### config.mk
export PLATFORM = sky130hd
export DESIGN_NAME = json_string_unescape_decoder_core_flat
export DESIGN_NICKNAME = d
export VERILOG_FILES = /design/src/sv/jsud_pkg.sv /design/src/sv/jsud_in_if.sv /design/src/sv/jsud_out_if.sv /design/src/sv/jsud_decode.sv /design/src/sv/json_string_unescape_decoder_core.sv /design/src/flat_wrapper.sv
export SDC_FILE = /design/constraint.sdc
export NUM_CORES = 1
export LEC_CHECK = 0
export BUFFER_PORTS_ARGS = -buffer_cell sky130_fd_sc_hd__buf_2
export CAP_MARGIN = 20
export CORE_MARGIN = 2
export CORE_UTILIZATION = 40
export CTS_CLUSTER_SIZE = 20
export DETAILED_ROUTE_END_ITERATION = 7
export PLACE_DENSITY = 0.53
export RECOVER_POWER = 25
export SYNTH_ARGS = -nofsm -noshare
export SYNTH_HDL_FRONTEND = slang
export SYNTH_HIERARCHICAL = 1
export SYNTH_SLANG_ARGS = --single-unit
### constraint.sdc
create_clock -name clk -period 5.1 [get_ports clk]
set_input_delay 1.02 -clock clk [delete_from_list [all_inputs] [get_ports clk]]
set_output_delay 1.02 -clock clk [all_outputs]
set_load 0.01 [all_outputs]
### src/sv/jsud_pkg.sv
// Shared types, codes and helper functions for the JSON string unescape decoder.
package jsud_pkg;

  localparam logic [7:0] CH_QUOTE     = 8'h22;
  localparam logic [7:0] CH_BACKSLASH = 8'h5C;
  localparam logic [7:0] CH_U         = 8'h75;

  localparam logic [7:0]  UTF8_LEAD2 = 8'hC0;
  localparam logic [7:0]  UTF8_LEAD3 = 8'hE0;
  localparam logic [7:0]  UTF8_CONT  = 8'h80;
  localparam logic [5:0]  UTF8_MASK  = 6'h3F;
  localparam logic [15:0] CP_TWO_MIN   = 16'h0080;
  localparam logic [15:0] CP_THREE_MIN = 16'h0800;

  localparam int FIFO_DEPTH = 4;

  typedef enum logic [1:0] {
    PH_WAIT,
    PH_STR,
    PH_ESC,
    PH_HEX
  } phase_t;

  typedef enum logic [2:0] {
    ST_DATA       = 3'd0,
    ST_DONE       = 3'd1,
    ST_UNTERM_STR = 3'd2,
    ST_UNTERM_ESC = 3'd3,
    ST_BAD_ESC    = 3'd4,
    ST_BAD_UNI    = 3'd5
  } status_t;

  typedef struct packed {
    logic [7:0] out_byte;
    status_t    status;
    logic       last_of_run;
  } res_t;

  typedef struct packed {
    phase_t          phase_nxt;
    logic [1:0]      hex_cnt_nxt;
    logic [15:0]     cp_nxt;
    logic [1:0]      count;
    res_t [2:0]      res;
  } dec_t;

  // Returns {valid, digit value}.
  function automatic logic [4:0] hex_value(input logic [7:0] c);
    logic [4:0] r;
    r = '0;
    case (c) inside
      [8'h30:8'h39]: r = {1'b1, 4'(c - 8'h30)};
      [8'h41:8'h46]: r = {1'b1, 4'(c - 8'h37)};
      [8'h61:8'h66]: r = {1'b1, 4'(c - 8'h57)};
      default:       r = '0;
    endcase
    return r;
  endfunction

  // Returns {valid, mapped byte} for the single-letter escapes.
  function automatic logic [8:0] simple_escape(input logic [7:0] e);
    logic [8:0] r;
    r = '0;
    case (e)
      8'h22:   r = {1'b1, 8'h22};
      8'h5C:   r = {1'b1, 8'h5C};
      8'h2F:   r = {1'b1, 8'h2F};
      8'h6E:   r = {1'b1, 8'h0A};
      8'h74:   r = {1'b1, 8'h09};
      8'h72:   r = {1'b1, 8'h0D};
      8'h62:   r = {1'b1, 8'h08};
      8'h66:   r = {1'b1, 8'h0C};
      default: r = '0;
    endcase
    return r;
  endfunction

endpackage

### src/sv/jsud_in_if.sv
// Input channel: one raw JSON text byte or an end-of-text mark per transfer.
interface jsud_in_if;
  logic       valid;
  logic       ready;
  logic [7:0] in_byte;
  logic       end_of_text;

  modport source (output valid, output in_byte, output end_of_text, input ready);
  modport sink   (input valid, input in_byte, input end_of_text, output ready);
endinterface

### src/sv/jsud_out_if.sv
// Result channel: one decoded byte or status code per transfer.
interface jsud_out_if;
  logic       valid;
  logic       ready;
  logic [7:0] out_byte;
  logic [2:0] status;
  logic       last_of_run;

  modport source (output valid, output out_byte, output status, output last_of_run,
                  input ready);
  modport sink   (input valid, input out_byte, input status, input last_of_run,
                  output ready);
endinterface

### src/sv/jsud_decode.sv
// Combinational decode of one input byte against the current parser state.
module jsud_decode (
  input  jsud_pkg::phase_t phase,
  input  logic [1:0]       hex_cnt,
  input  logic [15:0]      cp,
  input  logic [7:0]       in_byte,
  input  logic             end_of_text,
  output jsud_pkg::dec_t   dec
);
  import jsud_pkg::*;

  logic [4:0]  hex;
  logic [8:0]  esc;
  logic [15:0] cp_new;

  assign hex    = hex_value(in_byte);
  assign esc    = simple_escape(in_byte);
  assign cp_new = {cp[11:0], hex[3:0]};

  always_comb begin
    dec           = '0;
    dec.phase_nxt = phase;
    dec.hex_cnt_nxt = hex_cnt;
    dec.cp_nxt    = cp;
    for (int k = 0; k < 3; k++) begin
      dec.res[k].status = ST_DATA;
    end

    case (phase)
      PH_STR: begin
        if (end_of_text) begin
          dec.res[0].status = ST_UNTERM_STR;
          dec.count = 2'd1;
          dec.phase_nxt = PH_WAIT;
        end else if (in_byte == CH_QUOTE) begin
          dec.res[0].status = ST_DONE;
          dec.count = 2'd1;
          dec.phase_nxt = PH_WAIT;
        end else if (in_byte == CH_BACKSLASH) begin
          dec.phase_nxt = PH_ESC;
        end else begin
          dec.res[0].out_byte = in_byte;
          dec.count = 2'd1;
        end
      end

      PH_ESC: begin
        if (end_of_text) begin
          dec.res[0].status = ST_UNTERM_ESC;
          dec.count = 2'd1;
          dec.phase_nxt = PH_WAIT;
        end else if (in_byte == CH_U) begin
          dec.phase_nxt   = PH_HEX;
          dec.hex_cnt_nxt = 2'd0;
          dec.cp_nxt      = '0;
        end else if (!esc[8]) begin
          dec.res[0].status = ST_BAD_ESC;
          dec.count = 2'd1;
          dec.phase_nxt = PH_WAIT;
        end else begin
          dec.res[0].out_byte = esc[7:0];
          dec.count = 2'd1;
          dec.phase_nxt = PH_STR;
        end
      end

      PH_HEX: begin
        if (end_of_text || !hex[4]) begin
          dec.res[0].status = ST_BAD_UNI;
          dec.count = 2'd1;
          dec.phase_nxt = PH_WAIT;
        end else if (hex_cnt != 2'd3) begin
          dec.cp_nxt      = cp_new;
          dec.hex_cnt_nxt = hex_cnt + 2'd1;
        end else begin
          // Fourth digit: emit the code point as UTF-8.
          dec.phase_nxt = PH_STR;
          if (cp_new < CP_TWO_MIN) begin
            dec.res[0].out_byte = cp_new[7:0];
            dec.count = 2'd1;
          end else if (cp_new < CP_THREE_MIN) begin
            dec.res[0].out_byte = UTF8_LEAD2 | {3'b000, cp_new[10:6]};
            dec.res[1].out_byte = UTF8_CONT | {2'b00, cp_new[5:0] & UTF8_MASK};
            dec.count = 2'd2;
          end else begin
            dec.res[0].out_byte = UTF8_LEAD3 | {4'b0000, cp_new[15:12]};
            dec.res[1].out_byte = UTF8_CONT | {2'b00, cp_new[11:6] & UTF8_MASK};
            dec.res[2].out_byte = UTF8_CONT | {2'b00, cp_new[5:0] & UTF8_MASK};
            dec.count = 2'd3;
          end
        end
      end

      default: begin
        if (!end_of_text && in_byte == CH_QUOTE) begin
          dec.phase_nxt = PH_STR;
        end
      end
    endcase

    // Leaving the escape digits, or any return to waiting, clears the collector.
    if (dec.phase_nxt != PH_HEX) begin
      dec.hex_cnt_nxt = 2'd0;
      dec.cp_nxt      = '0;
    end

    for (int k = 0; k < 3; k++) begin
      dec.res[k].last_of_run = (dec.count == 2'(k + 1));
    end
  end

endmodule

### src/sv/json_string_unescape_decoder_core.sv
// Top level of the JSON string unescape decoder: parser state and result queue.
//
//   channel  direction  payload                          transfer when
//   in_ch    in         in_byte, end_of_text             valid && ready
//   out_ch   out        out_byte, status, last_of_run    valid && ready
//
// One input byte is taken per cycle while at most one result waits in the queue.
// A byte is decoded in the cycle it is taken; its results go into the registered
// queue and leave on out_ch one per cycle while out_ch.ready is high. A three-byte
// UTF-8 sequence holds the input off until at most one result waits; this ready
// threshold leaves room in the four-entry queue for the next byte's three results.
// in_ch.ready depends only on registered state, never on out_ch.ready.
// Synchronous active-low reset returns to waiting for the opening quote.
module json_string_unescape_decoder_core (
  input logic       clk,
  input logic       rst_n,
  jsud_in_if.sink   in_ch,
  jsud_out_if.source out_ch
);
  import jsud_pkg::*;

  phase_t      phase_r;
  logic [1:0]  hex_cnt_r;
  logic [15:0] cp_r;
  dec_t        dec;

  res_t [FIFO_DEPTH-1:0] fifo_r, fifo_nxt, fifo_sh;
  logic [2:0]  cnt_r, cnt_nxt, base;
  logic        push, pop;
  logic [1:0]  n_push;

  jsud_decode u_decode (
    .phase       (phase_r),
    .hex_cnt     (hex_cnt_r),
    .cp          (cp_r),
    .in_byte     (in_ch.in_byte),
    .end_of_text (in_ch.end_of_text),
    .dec         (dec)
  );

  assign in_ch.ready        = (cnt_r <= 3'd1);
  assign out_ch.valid       = (cnt_r != 3'd0);
  assign out_ch.out_byte    = fifo_r[0].out_byte;
  assign out_ch.status      = fifo_r[0].status;
  assign out_ch.last_of_run = fifo_r[0].last_of_run;

  assign push   = in_ch.valid && in_ch.ready;
  assign pop    = out_ch.valid && out_ch.ready;
  assign n_push = push ? dec.count : 2'd0;
  assign base   = cnt_r - {2'b00, pop};

  always_comb begin
    fifo_sh = pop ? {fifo_r[FIFO_DEPTH-1], fifo_r[FIFO_DEPTH-1:1]} : fifo_r;
    for (int i = 0; i < FIFO_DEPTH; i++) begin
      logic [2:0] off;
      off = 3'(i) - base;
      if (3'(i) < base) begin
        fifo_nxt[i] = fifo_sh[i];
      end else if (off < {1'b0, n_push}) begin
        fifo_nxt[i] = dec.res[off[1:0]];
      end else begin
        fifo_nxt[i] = fifo_sh[i];
      end
    end
    cnt_nxt = base + {1'b0, n_push};
  end

  always_ff @(posedge clk) begin
    if (!rst_n) begin
      phase_r   <= PH_WAIT;
      hex_cnt_r <= 2'd0;
      cp_r      <= '0;
      cnt_r     <= 3'd0;
    end else begin
      cnt_r <= cnt_nxt;
      if (push) begin
        phase_r   <= dec.phase_nxt;
        hex_cnt_r <= dec.hex_cnt_nxt;
        cp_r      <= dec.cp_nxt;
      end
    end
  end

  always_ff @(posedge clk) begin
    fifo_r <= fifo_nxt;
  end

endmodule

### src/flat_wrapper.sv
// flat-port wrapper written by rule: the top's interface ports become plain ports
module json_string_unescape_decoder_core_flat import jsud_pkg::*;
  (clk, rst_n, in_ch_valid, in_ch_in_byte, in_ch_end_of_text, in_ch_ready, out_ch_valid, out_ch_out_byte, out_ch_status, out_ch_last_of_run, out_ch_ready);
  jsud_in_if in_ch_i ();
  jsud_out_if out_ch_i ();
  input logic clk;
  input logic rst_n;
  input wire logic [$bits(in_ch_i.valid)-1:0] in_ch_valid;
  input wire logic [$bits(in_ch_i.in_byte)-1:0] in_ch_in_byte;
  input wire logic [$bits(in_ch_i.end_of_text)-1:0] in_ch_end_of_text;
  output wire logic [$bits(in_ch_i.ready)-1:0] in_ch_ready;
  output wire logic [$bits(out_ch_i.valid)-1:0] out_ch_valid;
  output wire logic [$bits(out_ch_i.out_byte)-1:0] out_ch_out_byte;
  output wire logic [$bits(out_ch_i.status)-1:0] out_ch_status;
  output wire logic [$bits(out_ch_i.last_of_run)-1:0] out_ch_last_of_run;
  input wire logic [$bits(out_ch_i.ready)-1:0] out_ch_ready;
  assign in_ch_i.valid = in_ch_valid;
  assign in_ch_i.in_byte = in_ch_in_byte;
  assign in_ch_i.end_of_text = in_ch_end_of_text;
  assign in_ch_ready = in_ch_i.ready;
  assign out_ch_valid = out_ch_i.valid;
  assign out_ch_out_byte = out_ch_i.out_byte;
  assign out_ch_status = out_ch_i.status;
  assign out_ch_last_of_run = out_ch_i.last_of_run;
  assign out_ch_i.ready = out_ch_ready;
  json_string_unescape_decoder_core u_core (.clk(clk), .rst_n(rst_n), .in_ch(in_ch_i), .out_ch(out_ch_i));
endmodule
# Word level (Yosys, flattened, before mapping)
# Index checks and enable logic that the tools add are counted.
# classes
eq_ne,21
add_sub_neg,10
mux,73
order_cmp,21
n_reduce_logical,12
# ops
operator,n
12-bit 2-to-1 mux,12
8-bit 2-to-1 mux,16
12-bit binary-select mux with 2-bit select,4
18-bit 2-to-1 mux,5
9-bit case mux with 8 select lines,1
8-bit by 7-bit == test with 1-bit output (second input constant),7
36-bit 2-to-1 mux,1
18-bit case mux with 2 select lines,1
11-bit case mux with 3 select lines,1
2-bit 2-to-1 mux,12
8-bit by 6-bit == test with 1-bit output (second input constant),2
8-bit by 7-bit greater-or-equal comparator with 1-bit output (second input constant),2
8-bit by 7-bit <= comparator with 1-bit output (second input constant),2
16-bit by 12-bit less-than comparator with 1-bit output (second input constant),1
16-bit by 8-bit less-than comparator with 1-bit output (second input constant),1
5-bit 2-to-1 mux,3
2-bit by 3-bit less-than comparator with 1-bit output (second input constant),4
3-bit by 2-bit less-than comparator with 1-bit output,4
6-bit 2-to-1 mux,2
3-bit inequality test (second input constant),4
2-bit case mux with 3 select lines,2
11-bit 2-to-1 mux,1
10-bit 2-to-1 mux,1
3-bit 2-to-1 mux,3
other kinds (21),45
# totals
elab_cells,153
ff_bits,67
out_inout_bits,14

# Longest topological paths before layout
# logic_depth
ltp_word,16
depth_mapped,17
mapped_depth_nobuf,13

# Hierarchy
# The synthesis kept the hierarchy.
# by_module_without_submodules
mod,area_each_um2,instances,cells_each
json_string_unescape_decoder_core,3892.5,1,416
jsud_decode,1580.3,1,249

# Least setup slack after synthesis
# OpenSTA, ideal clock, no wires.
# synth_path
kind,input port to flip-flop
startpoint,input in_ch_in_byte[1]
endpoint,"register u_core/fifo_r[36] (netlist bit), enable pin"
stages,13
slack_ns,0.971
setup_ns,0.380
n_path_buf,2
t_arrival_ns,3.748
cell_sequence,inv_1 -> ha_1 -> o21bai_1 -> a2111o_1 -> buf_6 -> a211oi_4 -> nand2_1 -> inv_1 -> buf_4 -> nand2_1 -> ha_1 -> o21ai_0 -> nor2_1
# synth_lines
element,line,source
start: declaration,flat_wrapper.sv:9,input wire logic [$bits(in_ch_i.in_byte)-1:0] in_ch_in_byte;
end signal: assignment,json_string_unescape_decoder_core.sv:85,fifo_r <= fifo_nxt;
end: declaration,json_string_unescape_decoder_core.sv:27,"res_t [FIFO_DEPTH-1:0] fifo_r, fifo_nxt, fifo_sh;"

==> results.toml <==
[clock_tree]
numCtsBuffers = 9
cts_tree = "built"
postCtsSetupBuffers = 0
numClockSinks = 67
clk_pin_slew_ps = 50
htree_num_levels = 3
cts_max_path_buffers = 2
root_buffer = "clkbuf_16"
post_cts_resized = 0
postCtsHoldBufs = 0
clkLatencyLatePin_ps = 340

[synth]
yosys_warnings = 6
syn_avg_cell_area_sq_um = 8.249
synth.cell_area_sq_um = 5288
synth_cells = 641

[timing]
fin_ws_ps = 811.0
worst_pin_slew_ps = 1208
max_freq_mhz = 233.2
finClkSkew_ps = 7.408
holdWs_ps = 504.1
finalMaxSlewViolations = 0
finalCriticalPeriod_ps = 4289
setup_violations = 0
period_share_pct = 84.10
rsz0062_at_grt = "no"
relSlewSlack_pct = 19.46
finalSetupTns_ps = 0
hold_viol_final = 0

[pwr]
ir_drop_uv = 248.3
power_mw = 2.768
p_per_area_nw_per_um2 = 490.0
power.leakage_nw = 2.528

[cells_and_area]
fill_cells = 1316
syn_to_final_growth_pct = 6.815
n_antenna_cell = 0
fin_nets = 661
drive_gt1_share_pct = 9.464

[global_route]
grt_max_degree = 51
grt_pass1_vias = 4220
grt_pass1_wl_um = 22750
grt_use_total_pct = 19.95
grt-ovfl-total = 0
antenna_found_initial = 0

[detailed_routing]
first_iter_violations = 298
num_vias = 4501
drtAntennaViolNets = 0
drt-pass1-iter-count = 5
avgRoutedWirePerCell_um = 16.54
finalWirelength_um = 13400
routed_via_density = 5.557
drc = 0

[die]
initial_core_util_pct = 40.41
die_w_um = 119.0
io_pins = 27
rows = 42
die-area_sq_um = 14160
coreArea_sq_um = 13090
dieHeight_um = 119.0

[worst_setup_path]
reg2reg_from = "u_core/cnt_r[1]$_SDFF_PN0_"
worstPathRequired_ps = 5320
path_class = "primary input to flop"
crit_chain = "clkbuf_1 > ha_1 > o21bai_1 > a2111o_1 > a211oi_1 > nand2_1 > inv_1 > nand2_1 > ha_1 > a221o_1 > mux2_2"
crit_fanout = 12
start_kind = "primary input"
crit_path_end_kind = "flop"
crit_slowest_cell = "a221o_1"
critPathTopFamily = "compound AO/OA/AOI/OAI gates"
startpoint = "in_ch_in_byte[0]"
critPathMaxStageDelay_ps = 600
worst_ep_arrival_time_ps = 4510
cp_num_buf_inv = 2

[min_path]
hold_start = "u_core/cp_r[8]$_SDFFE_PN0N_"
hp-class = "flop to flop"

[placement]
numPortBuffers = 26
post-place-ws_ps = 618.0
gp_congestion = 0.8838
dp_hpwl_um = 9887

[flow_run]
drv_cap = 0

[run_status]
status = "finished clean"
sequential cells by signal (all words and copies together), names as in the netlist:
name,count
u_core/hex_cnt_r,2
u_core/cnt_r,3
u_core/fifo_r,36
u_core/cp_r,12
u_core/out_ch.last_of_run,1
u_core/out_ch.status,3
u_core/out_ch.out_byte,8
u_core/phase_r,2
layout by cell type (no fill, tap or decap), drive strengths merged, types with 7 or more instances in the layout:
| master | count |
|---|---|
| mux2i | 94 |
| nand2 | 94 |
| nor2 | 58 |
| dfxtp | 55 |
| a21oi | 35 |
| clkbuf | 27 |
| a22oi | 19 |
| buf | 19 |
| ha | 18 |
| nand3 | 17 |
| inv | 17 |
| a21boi | 16 |
| mux2 | 15 |
| a31oi | 15 |
| o21ai | 13 |
| edfxtp | 12 |
| nor2b | 8 |
| conb | 8 |
| nor3 | 7 |
power by group:
group / total (mW) / leakage (nW) / switching [mW] / internal, mW
logic: 1.29 / 1.81 / 0.761 / 0.528
clock network: 0.681 / 0.156 / 0.240 / 0.441
registers: 0.797 / 0.564 / 0.0753 / 0.722
total: 2.77 / 2.53 / 1.08 / 1.69
final timing paths:
path	cells after the start	slack, ps	endpoint
worst max-delay path	11	810	u_core/fifo_r[29]$_DFF_P_
worst min-delay path	2	500	u_core/cp_r[8]$_SDFFE_PN0N_
worst max register to register	12	850	u_core/out_ch.status[2]$_DFF_P_
worst min register to register	2	500	u_core/cp_r[8]$_SDFFE_PN0N_
area by class of cell:
cell class	instances	area, sq um	share of cell area (%)
Multi-Input combinational cell	498	3396	60.12
Sequential cell	67	1461	25.88
Clock buffer	10	239.0	4.231
Tap cell	176	220.2	3.899
Timing Repair Buffer	36	178.9	3.168
Clock inverter	6	88.84	1.573
Inverter	17	63.81	1.130
per-layer routing:
layer | vias up | GRT usage, % | wire length, um
li1 | 2251 | - | -
met3 | 16 | 3.640 | 543
met4 | 0 | 6.696 | 247
met5 | - | 0 | 0
met1 | 2131 | 28.73 | 6605
met2 | 103 | 29.89 | 6004
metrics by stage:
step	utilization, %	instance area, sq um	std cells
finish	43.16	5648	810
global route	43.16	5648	810
CTS	43.49	5690	810
detailed placement	40.98	5363	794
global placement	40.98	5363	794
floorplan	-	5314	648
worst register-to-register path: cells and delay by family (launching register included):
kind	cells	cell delay (ps)
adder cells (fa/ha/maj)	3	900
buffers and inverters	5	1520
flip-flops	1	350
multiplexers	1	210
AO/OA/AOI/OAI	1	650
AND/OR/NAND/NOR	2	480
Note: power is estimated with default switching activity, not from simulation.
